===== src/rtl/core/assert_macros.svh =====
// ---------------------------------------------------------------------------
// assertion macros
// clocked concurrent checks on aclk, masked while aresetn is low
// ---------------------------------------------------------------------------
`ifndef ASSERT_MACROS_SVH
`define ASSERT_MACROS_SVH

// same-cycle implication
`define U8_ASSERT_IMPL(label, ante, cons, msg) \
    label: assert property (@(posedge aclk) disable iff (!aresetn) (ante) |-> (cons)) \
        else $error(msg);

// next-cycle implication
`define U8_ASSERT_NEXT(label, ante, cons, msg) \
    label: assert property (@(posedge aclk) disable iff (!aresetn) (ante) |=> (cons)) \
        else $error(msg);

`endif


===== src/rtl/core/u8tce_pkg.sv =====
// ---------------------------------------------------------------------------
// u8tce_pkg
// shared types, constants and the emoji range check of the token estimator
// ---------------------------------------------------------------------------
`timescale 1ns / 1ps

package u8tce_pkg;

    localparam int unsigned CP_WIDTH    = 21;
    localparam int unsigned OUT_WIDTH   = 32;
    localparam int unsigned EXTRA_WIDTH = 4;

    // what one byte does to the open word run
    typedef enum logic [1:0] {
        RK_NONE  = 2'd0,
        RK_WORD  = 2'd1,
        RK_SPACE = 2'd2,
        RK_FLUSH = 2'd3
    } run_kind_t;

    // decoder to counter: run action plus small fixed token weight
    typedef struct packed {
        run_kind_t               kind;
        logic [EXTRA_WIDTH-1:0]  extra;
    } dec_t;

    // emoji ranges (weight 3)
    localparam logic [CP_WIDTH-1:0] EMO_FACE_LO   = 21'h1F600;
    localparam logic [CP_WIDTH-1:0] EMO_FACE_HI   = 21'h1F64F;
    localparam logic [CP_WIDTH-1:0] EMO_SYMB_LO   = 21'h1F300;
    localparam logic [CP_WIDTH-1:0] EMO_SYMB_HI   = 21'h1F5FF;
    localparam logic [CP_WIDTH-1:0] EMO_TRAN_LO   = 21'h1F680;
    localparam logic [CP_WIDTH-1:0] EMO_TRAN_HI   = 21'h1F6FF;
    localparam logic [CP_WIDTH-1:0] EMO_SUPP_LO   = 21'h1F900;
    localparam logic [CP_WIDTH-1:0] EMO_SUPP_HI   = 21'h1FAFF;
    localparam logic [CP_WIDTH-1:0] EMO_MISC_LO   = 21'h02600;
    localparam logic [CP_WIDTH-1:0] EMO_MISC_HI   = 21'h027BF;
    localparam logic [CP_WIDTH-1:0] EMO_VSEL_LO   = 21'h0FE00;
    localparam logic [CP_WIDTH-1:0] EMO_VSEL_HI   = 21'h0FE0F;
    localparam logic [CP_WIDTH-1:0] EMO_MAHJ_LO   = 21'h1F000;
    localparam logic [CP_WIDTH-1:0] EMO_MAHJ_HI   = 21'h1F02F;
    localparam logic [CP_WIDTH-1:0] EMO_CARD_LO   = 21'h1F0A0;
    localparam logic [CP_WIDTH-1:0] EMO_CARD_HI   = 21'h1F0FF;
    localparam logic [CP_WIDTH-1:0] EMO_ZWJ       = 21'h0200D;

    function automatic logic is_emoji(input logic [CP_WIDTH-1:0] cp);
        return (cp >= EMO_FACE_LO && cp <= EMO_FACE_HI) ||
               (cp >= EMO_SYMB_LO && cp <= EMO_SYMB_HI) ||
               (cp >= EMO_TRAN_LO && cp <= EMO_TRAN_HI) ||
               (cp >= EMO_SUPP_LO && cp <= EMO_SUPP_HI) ||
               (cp >= EMO_MISC_LO && cp <= EMO_MISC_HI) ||
               (cp >= EMO_VSEL_LO && cp <= EMO_VSEL_HI) ||
               (cp >= EMO_MAHJ_LO && cp <= EMO_MAHJ_HI) ||
               (cp >= EMO_CARD_LO && cp <= EMO_CARD_HI) ||
               (cp == EMO_ZWJ);
    endfunction

endpackage


===== src/rtl/core/u8tce_decoder.sv =====
// ---------------------------------------------------------------------------
// u8tce_decoder
// utf-8 sequence tracker: classifies each byte and gives its run action
// and fixed token weight, holding the state of an unfinished sequence
// ---------------------------------------------------------------------------
`timescale 1ns / 1ps

module u8tce_decoder
    import u8tce_pkg::*;
(
    input  logic        aclk,
    input  logic        aresetn,
    input  logic        fire,
    input  logic [7:0]  byte_in,
    input  logic        last_in,
    output dec_t        dec
);

    logic [1:0]          pend_reg, pend_next;
    logic [1:0]          expect_reg, expect_next;
    logic [CP_WIDTH-1:0] cp_reg, cp_next;
    logic [7:0]          lead_reg, lead_next;

    logic [7:0]          lo_bound;
    logic [7:0]          hi_bound;
    logic                fits;
    logic                is_word;
    logic [CP_WIDTH-1:0] cp_cont;

    // allowed range of the next continuation byte
    always_comb begin
        lo_bound = 8'h80;
        hi_bound = 8'hBF;
        if (pend_reg == 2'd1) begin
            unique case (lead_reg)
                8'hE0:   lo_bound = 8'hA0;
                8'hED:   hi_bound = 8'h9F;
                8'hF0:   lo_bound = 8'h90;
                8'hF4:   hi_bound = 8'h8F;
                default: ;
            endcase
        end
    end

    assign fits    = (pend_reg != 2'd0) && (byte_in >= lo_bound) && (byte_in <= hi_bound);
    assign cp_cont = {cp_reg[CP_WIDTH-7:0], byte_in[5:0]};
    assign is_word = (byte_in >= 8'h61 && byte_in <= 8'h7A) ||
                     (byte_in >= 8'h41 && byte_in <= 8'h5A) ||
                     (byte_in >= 8'h30 && byte_in <= 8'h39) ||
                     (byte_in == 8'h5F) || (byte_in == 8'h27);

    // byte classification and sequence state update
    always_comb begin
        pend_next   = pend_reg;
        expect_next = expect_reg;
        cp_next     = cp_reg;
        lead_next   = lead_reg;
        dec.kind    = RK_NONE;
        dec.extra   = '0;
        if (fits) begin
            // continuation byte extends the pending sequence
            pend_next   = pend_reg + 2'd1;
            expect_next = expect_reg - 2'd1;
            cp_next     = cp_cont;
            if (expect_reg == 2'd1) begin
                dec.extra   = is_emoji(cp_cont) ? EXTRA_WIDTH'(3) : EXTRA_WIDTH'(2);
                pend_next   = 2'd0;
                expect_next = 2'd0;
                cp_next     = '0;
                lead_next   = '0;
            end
        end else begin
            // no continuation: two per held byte of a broken sequence, then the byte starts afresh
            dec.extra   = EXTRA_WIDTH'({pend_reg, 1'b0});
            pend_next   = 2'd0;
            expect_next = 2'd0;
            cp_next     = '0;
            lead_next   = '0;
            if (!byte_in[7]) begin
                if (is_word) begin
                    dec.kind = RK_WORD;
                end else if (byte_in == 8'h20 || byte_in == 8'h09) begin
                    dec.kind = RK_SPACE;
                end else begin
                    dec.kind  = RK_FLUSH;
                    dec.extra = dec.extra + EXTRA_WIDTH'(1);
                end
            end else begin
                dec.kind = RK_FLUSH;
                if (byte_in >= 8'hC2 && byte_in <= 8'hDF) begin
                    pend_next   = 2'd1;
                    expect_next = 2'd1;
                    cp_next     = CP_WIDTH'(byte_in[4:0]);
                    lead_next   = byte_in;
                end else if (byte_in >= 8'hE0 && byte_in <= 8'hEF) begin
                    pend_next   = 2'd1;
                    expect_next = 2'd2;
                    cp_next     = CP_WIDTH'(byte_in[3:0]);
                    lead_next   = byte_in;
                end else if (byte_in >= 8'hF0 && byte_in <= 8'hF4) begin
                    pend_next   = 2'd1;
                    expect_next = 2'd3;
                    cp_next     = CP_WIDTH'(byte_in[2:0]);
                    lead_next   = byte_in;
                end else begin
                    dec.extra = dec.extra + EXTRA_WIDTH'(2);
                end
            end
        end
        // truncated sequence at end of text
        if (last_in) begin
            dec.extra   = dec.extra + EXTRA_WIDTH'({pend_next, 1'b0});
            pend_next   = 2'd0;
            expect_next = 2'd0;
            cp_next     = '0;
            lead_next   = '0;
        end
    end

    // sequence state registers
    always_ff @(posedge aclk) begin
        if (!aresetn) begin
            pend_reg   <= 2'd0;
            expect_reg <= 2'd0;
            cp_reg     <= '0;
            lead_reg   <= '0;
        end else if (fire) begin
            pend_reg   <= pend_next;
            expect_reg <= expect_next;
            cp_reg     <= cp_next;
            lead_reg   <= lead_next;
        end
    end

endmodule


===== src/rtl/core/u8tce_counter.sv =====
// ---------------------------------------------------------------------------
// u8tce_counter
// word run length and saturating token total, final count at end of text
// ---------------------------------------------------------------------------
`timescale 1ns / 1ps

module u8tce_counter
    import u8tce_pkg::*;
#(
    parameter int unsigned COUNT_WIDTH = 32
)(
    input  logic                  aclk,
    input  logic                  aresetn,
    input  logic                  fire,
    input  logic                  last_in,
    input  dec_t                  dec,
    output logic [OUT_WIDTH-1:0]  count_out
);

    logic [COUNT_WIDTH-1:0] run_reg, run_next;
    logic [COUNT_WIDTH-1:0] total_reg, total_next;
    logic [COUNT_WIDTH-1:0] run_inc;
    logic [COUNT_WIDTH-1:0] flush_val;
    logic [COUNT_WIDTH-1:0] ceil_val;
    logic [COUNT_WIDTH:0]   sum;
    logic [COUNT_WIDTH-1:0] total_sat;
    logic [OUT_WIDTH-1:0]   clipped;

    assign run_inc = (&run_reg) ? run_reg : run_reg + COUNT_WIDTH'(1);

    // run update and the run length to flush this beat
    always_comb begin
        run_next = run_reg;
        unique case (dec.kind)
            RK_WORD:  run_next = run_inc;
            RK_SPACE: run_next = (run_reg != '0) ? run_inc : run_reg;
            RK_FLUSH: run_next = '0;
            RK_NONE:  run_next = run_reg;
            default:  run_next = run_reg;
        endcase
        if (dec.kind == RK_FLUSH) begin
            flush_val = run_reg;
        end else if (last_in) begin
            flush_val = run_next;
        end else begin
            flush_val = '0;
        end
    end

    // ceil(run / 4) plus fixed weight, saturating add into total
    assign ceil_val  = {2'b00, flush_val[COUNT_WIDTH-1:2]} +
                       COUNT_WIDTH'(|flush_val[1:0]);
    assign sum       = {1'b0, total_reg} + (COUNT_WIDTH+1)'(ceil_val) +
                       (COUNT_WIDTH+1)'(dec.extra);
    assign total_sat = sum[COUNT_WIDTH] ? '1 : sum[COUNT_WIDTH-1:0];

    // clip to the result width
    generate
        if (COUNT_WIDTH > OUT_WIDTH) begin : g_clip
            assign clipped = (|total_sat[COUNT_WIDTH-1:OUT_WIDTH]) ? '1
                                                                   : total_sat[OUT_WIDTH-1:0];
        end else begin : g_ext
            assign clipped = OUT_WIDTH'(total_sat);
        end
    endgenerate

    // an empty estimate still counts as one token
    assign count_out  = (clipped == '0) ? OUT_WIDTH'(1) : clipped;
    assign total_next = last_in ? '0 : total_sat;

    always_ff @(posedge aclk) begin
        if (!aresetn) begin
            run_reg   <= '0;
            total_reg <= '0;
        end else if (fire) begin
            run_reg   <= last_in ? '0 : run_next;
            total_reg <= total_next;
        end
    end

endmodule


===== src/rtl/core/utf8_token_count_estimator.sv =====
// ---------------------------------------------------------------------------
// utf8_token_count_estimator
// streaming utf-8 token estimate, one text byte per beat
// ---------------------------------------------------------------------------
// The block takes one byte per clock; s_tlast marks the final byte of a text,
// and one beat with the 32-bit estimate follows on the m_ side. A byte is
// registered on entry and then processed by the sequence decoder and the
// saturating counter; the estimate for an end-of-text byte is loaded into
// the result register, which drives m_tvalid. The only stall is on an
// end-of-text byte while the previous estimate still sits unclaimed in that register.
// ---------------------------------------------------------------------------
`timescale 1ns / 1ps
`include "assert_macros.svh"

module utf8_token_count_estimator
    import u8tce_pkg::*;
#(
    parameter int unsigned COUNT_WIDTH = 32
)(
    input  logic                  aclk,
    input  logic                  aresetn,
    // input beats
    input  logic                  s_tvalid,
    output logic                  s_tready,
    input  logic [7:0]            s_tdata,   // [7:0] text_byte
    input  logic                  s_tlast,   // last_byte
    // result beats
    output logic                  m_tvalid,
    input  logic                  m_tready,
    output logic [OUT_WIDTH-1:0]  m_tdata    // [31:0] token_count
);

    logic                  in_valid_reg, in_valid_next;
    logic [7:0]            in_byte_reg;
    logic                  in_last_reg;
    logic                  m_valid_reg, m_valid_next;
    logic [OUT_WIDTH-1:0]  m_data_reg;
    logic                  out_free;
    logic                  proc_fire;
    dec_t                  dec;
    logic [OUT_WIDTH-1:0]  count_out;

    // handshake: an end-of-text beat waits only for a free result register
    assign out_free  = !m_valid_reg || m_tready;
    assign proc_fire = in_valid_reg && (!in_last_reg || out_free);
    assign s_tready  = !in_valid_reg || proc_fire;

    // input register
    always_comb begin
        in_valid_next = in_valid_reg;
        if (s_tvalid && s_tready) begin
            in_valid_next = 1'b1;
        end else if (proc_fire) begin
            in_valid_next = 1'b0;
        end
    end

    always_ff @(posedge aclk) begin
        if (!aresetn) begin
            in_valid_reg <= 1'b0;
        end else begin
            in_valid_reg <= in_valid_next;
        end
    end

    always_ff @(posedge aclk) begin
        if (s_tvalid && s_tready) begin
            in_byte_reg <= s_tdata;
            in_last_reg <= s_tlast;
        end
    end

    // sequence decoder
    u8tce_decoder u_decoder (
        .aclk    (aclk),
        .aresetn (aresetn),
        .fire    (proc_fire),
        .byte_in (in_byte_reg),
        .last_in (in_last_reg),
        .dec     (dec)
    );

    // run and total counter
    u8tce_counter #(
        .COUNT_WIDTH (COUNT_WIDTH)
    ) u_counter (
        .aclk      (aclk),
        .aresetn   (aresetn),
        .fire      (proc_fire),
        .last_in   (in_last_reg),
        .dec       (dec),
        .count_out (count_out)
    );

    // result register
    always_comb begin
        m_valid_next = m_valid_reg;
        if (proc_fire && in_last_reg) begin
            m_valid_next = 1'b1;
        end else if (m_tready) begin
            m_valid_next = 1'b0;
        end
    end

    always_ff @(posedge aclk) begin
        if (!aresetn) begin
            m_valid_reg <= 1'b0;
        end else begin
            m_valid_reg <= m_valid_next;
        end
    end

    always_ff @(posedge aclk) begin
        if (proc_fire && in_last_reg) begin
            m_data_reg <= count_out;
        end
    end

    assign m_tvalid = m_valid_reg;
    assign m_tdata  = m_data_reg;

    // checks
    `U8_ASSERT_IMPL(a_count_nonzero, m_tvalid, m_tdata != '0, "zero token count offered")
    `U8_ASSERT_NEXT(a_result_loaded, proc_fire && in_last_reg, m_tvalid, "end of text gave no beat")
    `U8_ASSERT_IMPL(a_result_source, $rose(m_tvalid), $past(proc_fire && in_last_reg), "beat without end of text")
    `U8_ASSERT_IMPL(a_no_overwrite, proc_fire && in_last_reg && m_valid_reg, m_tready, "result overwritten")

endmodule

===== config.mk =====
export PLATFORM = sky130hd
export DESIGN_NAME = utf8_token_count_estimator
export DESIGN_NICKNAME = d
export VERILOG_FILES = /design/src/rtl/core/u8tce_pkg.sv /design/src/rtl/core/u8tce_decoder.sv /design/src/rtl/core/u8tce_counter.sv /design/src/rtl/core/utf8_token_count_estimator.sv
export VERILOG_INCLUDE_DIRS = /design/src /design/src/rtl/core
export SDC_FILE = /design/constraint.sdc
export NUM_CORES = 1
export LEC_CHECK = 0
export CAP_MARGIN = 40
export CELL_PAD_IN_SITES_DETAIL_PLACEMENT = 0
export CELL_PAD_IN_SITES_GLOBAL_PLACEMENT = 1
export CORE_ASPECT_RATIO = 0.7
export CORE_MARGIN = 5
export CORE_UTILIZATION = 50
export CTS_CLUSTER_SIZE = 8
export DETAILED_ROUTE_END_ITERATION = 16
export DONT_BUFFER_PORTS = 1
export PLACE_DENSITY_LB_ADDON = 0.1
export SLEW_MARGIN = 20
export SYNTH_ARGS = -nofsm -noshare
export SYNTH_HDL_FRONTEND = slang
export SYNTH_SLANG_ARGS = --single-unit
export TNS_END_PERCENT = 1

===== constraint.sdc =====
create_clock -name aclk -period 8.7 [get_ports aclk]
set_input_delay 0.435 -clock aclk [delete_from_list [all_inputs] [get_ports aclk]]
set_output_delay 0.435 -clock aclk [all_outputs]
set_load 0.005 [all_outputs]

==> flow_metrics.env <==
export IMPL_status="finished clean"
export IMPL_clk_latency_ps=440
export IMPL_cts_sinks=134
export IMPL_hold_viol=0
export IMPL_path_clk_slew_ps=60
export IMPL_die_w_um=183
export IMPL_rr_worst_depth=26
export IMPL_synth_area_leaders="dfxtp_1, edfxtp_1, ha_1"
export IMPL_path_class="reg2reg"
export IMPL_cp_required_ps=9000
export IMPL_synth_top_area_frac=0.178
export IMPL_drive_above_1_share=0.0793
export IMPL_initial_utilization=0.506
export IMPL_antenna_left=0
export IMPL_wl_mm=32.1
export IMPL_cp_top_family="compound AO/OA/AOI/OAI gates"
export IMPL_firstDrtPassIters=6
export IMPL_cts_buffers=17
export IMPL_worstReg2RegEnd="m_tdata[0]$_SDFFCE_PN1P_"
export IMPL_area_delta_synth_final_pct=8.39
export IMPL_powerDensity_mw_per_mm2=139
export IMPL_power_mw=1.58
export IMPL_setup_viol=0
export IMPL_grt_total_usage=0.260
export IMPL_clockBufferDepth=2
export IMPL_pre_cts_ws_ps=558
export IMPL_synth_area_mm2=0.0105
export IMPL_core_mm2=0.0207
export IMPL_timing_critical_path_mode_cell="ha_1"
export IMPL_cts_tree="built"
export IMPL_root_buffer="clkbuf_16"
export IMPL_numPortBuffers=0
export IMPL_async_flop_share=0
export IMPL_num_io_pins=47
export IMPL_crit_path_end="m_tdata[0]$_SDFFCE_PN1P_"
export IMPL_die_y_um=131
export IMPL_cp_end_kind="flip-flop"
export IMPL_dp_cells=1491
export IMPL_synth_edf_count=41
export IMPL_synth_flop_cell="dfxtp_1"
export IMPL_fin_crit_ps=8240
export IMPL_p_leak_nw=4.26
export IMPL_crit_arrival_ps=8540
export IMPL_ys_seq_area_frac=0.295
export IMPL_fin_tns_setup_ps=0
export IMPL_cp_max_fo=11
export IMPL_fin_skew_ps=11.5
export IMPL_path_depth=26
export IMPL_viasPerCell=6.41
export IMPL_fin_crit_sh=0.948
export IMPL_grt_antenna_before_repair=0
export IMPL_post_dp_hpwl_mm=22.9
export IMPL_worstHoldPathType="in2reg"
export IMPL_place_area_mm2=0.0107
export IMPL_place_gp_congestion=0.945
export IMPL_rsz0062_at_grt="false"
export IMPL_drt_wirelength_per_cell_um=21.0
export IMPL_max_vdd_ir_drop_v=0.000130
export IMPL_netlist_instances=1276
export IMPL_synth_top_cell_by_area="dfxtp_1"
export IMPL_worst_pin_slew_ps=803
export IMPL_grt_pass1_vias=8714
export IMPL_post_cts_setup_buffers=0
export IMPL_gr_total_overflow=0
export IMPL_cpMaxStageDelayCell="or4b_2"
export IMPL_finalNonFillerCells=1525
export IMPL_grt_max_degree=95
export IMPL_vias=9776
export IMPL_drv_cap=0
export IMPL_synth_distinct_cells=90
export IMPL_synth_warnings=0
export IMPL_synth_seq_cells=134
export IMPL_avgSynthCellArea_um2=8.21
export IMPL_drt_iter0_markers=1072
export IMPL_slowest_delay_ps=640
export IMPL_route_detailed_drc=0
export IMPL_nNetsFinal=1326
export IMPL_timing_fmax_mhz=121
export IMPL_fp_dieArea_mm2=0.0240
export IMPL_relSlewSlack=0.461
export IMPL_critPathLaunchType="flip-flop"
export IMPL_crit_path_start="in_byte_reg[2]$_DFFE_PP_"
export IMPL_grt_pass1_wl_mm=50.3
export IMPL_rrSetupSlack_ps=460
export IMPL_synthesis_nets=1366
export IMPL_htree_levels=4
export IMPL_insertedDiodeCount=0
export IMPL_worst_path_buf_inv=1
export IMPL_reg2reg_from="in_byte_reg[2]$_DFFE_PP_"
export IMPL_setup_slack_ps=456
export IMPL_row_count=44
export IMPL_final_max_slew_viol_count=0
export IMPL_final_area_mm2=0.0114
-- cell usage after synthesis (8+ instances only) --
cell type / n
nand2_1: 120
dfxtp_1: 93
o21ai_0: 84
nor2b_1: 78
a21oi_1: 75
ha_1: 71
a22oi_1: 68
clkbuf_1: 67
nor2_1: 67
edfxtp_1: 41
inv_1: 41
nand3_1: 33
nand4_1: 26
nor3_1: 24
xor2_1: 24
xnor2_1: 23
and2_1: 22
nor4_1: 17
a31oi_1: 16
o21a_1: 15
or3_1: 15
a21o_1: 14
nand2b_1: 14
and3_1: 13
a21boi_0: 11
a211oi_1: 10
and4_1: 10
o31ai_1: 9
a31o_2: 8
a32o_1: 8
buf_2: 8
o211ai_1: 8
-- cell families (layout without fill, tap and decap cells) --
kind of cell	after synthesis	in the layout	synth area share
and+or+nand+nor	487	487	0.254
adders and majority gates	77	77	0.0962
DFF	134	134	0.295
AOI/OAI and AO/OA	400	400	0.262
buffers and inverters	127	100	0.0488
muxes	4	4	0.00406
xor gates and xnor gates	47	47	0.0393
-- layer usage --
| metal | global-route usage | part of all wire | vias up |
|---|---|---|---|
| li1 | - | - | 4702 |
| met3 | 0.0735 | 0.090 | 24 |
| met1 | 0.416 | 0.50 | 4609 |
| met2 | 0.345 | 0.40 | 441 |
| met5 | 0 | 0 | - |
| met4 | 0.0476 | 0.0083 | 0 |
-- worst min path at each step --
stage	cells after the start	from	end
4_1_cts	0	s_tdata[5]	in_byte_reg[5]$_DFFE_PP_
3_5_place_dp	2	u_counter.total_reg[27]$_SDFFE_PN0P_	u_counter.total_reg[27]$_SDFFE_PN0P_
5_1_grt	0	s_tdata[5]	in_byte_reg[5]$_DFFE_PP_
3_3_place_gp	2	u_counter.total_reg[27]$_SDFFE_PN0P_	u_counter.total_reg[27]$_SDFFE_PN0P_
2_1_floorplan	2	u_counter.total_reg[27]$_SDFFE_PN0P_	u_counter.total_reg[27]$_SDFFE_PN0P_
6_report	0	s_tlast	in_last_reg$_DFFE_PP_
-- layout by cell type, fill, tap and decap left out, types with 9 or more instances in the layout --
cell type and instances:
a211oi_1 10, a21boi_0 11, a21o_1 14, a21oi_1 75, a22oi_1 68, a31oi_1 15, and2_1 22, and3_1 13
and4_1 10, buf_4 24, clkbuf_16 17, dfxtp_1 93, edfxtp_1 41, ha_1 71, inv_1 41, nand2_1 119
nand2b_1 14, nand3_1 33, nand4_1 26, nor2_1 65, nor2b_1 78, nor3_1 24, nor4_1 16, o21a_1 15
o21ai_0 84, o31ai_1 9, or3_1 15, xnor2_1 23, xor2_1 24
-- per-stage QoR --
step,hold slack (ps),util
final,89.8,0.549
after global routing,72.9,0.549
after CTS,75.7,0.547
after detailed placement,454,0.516
after global placement,457,0.515
after floorplan,438,-
-- report_power, final --
group | internal [mW] | total, mW | switching, mW | leakage, nW
clock network | 0.490 | 0.807 | 0.316 | 0.307
registers | 0.652 | 0.664 | 0.0122 | 1.14
logic | 0.0379 | 0.112 | 0.0740 | 2.81
-- layout make-up --
class                   instances  area (µm²)
flip-flops and latches        134        3090
multi-input cells            1015        6900
clock inverters                14         198
fillers                      1946        9340
inverters                      41         154
repair buffers                 27         225
well taps                     276         345
clock buffers                  18         439
-- timing repair --
action	CTS	global route
resized for setup	0	2
endpoints found under the setup margin	0	1
hold buffers	0	0
Note: power is estimated with default switching activity, not from simulation.
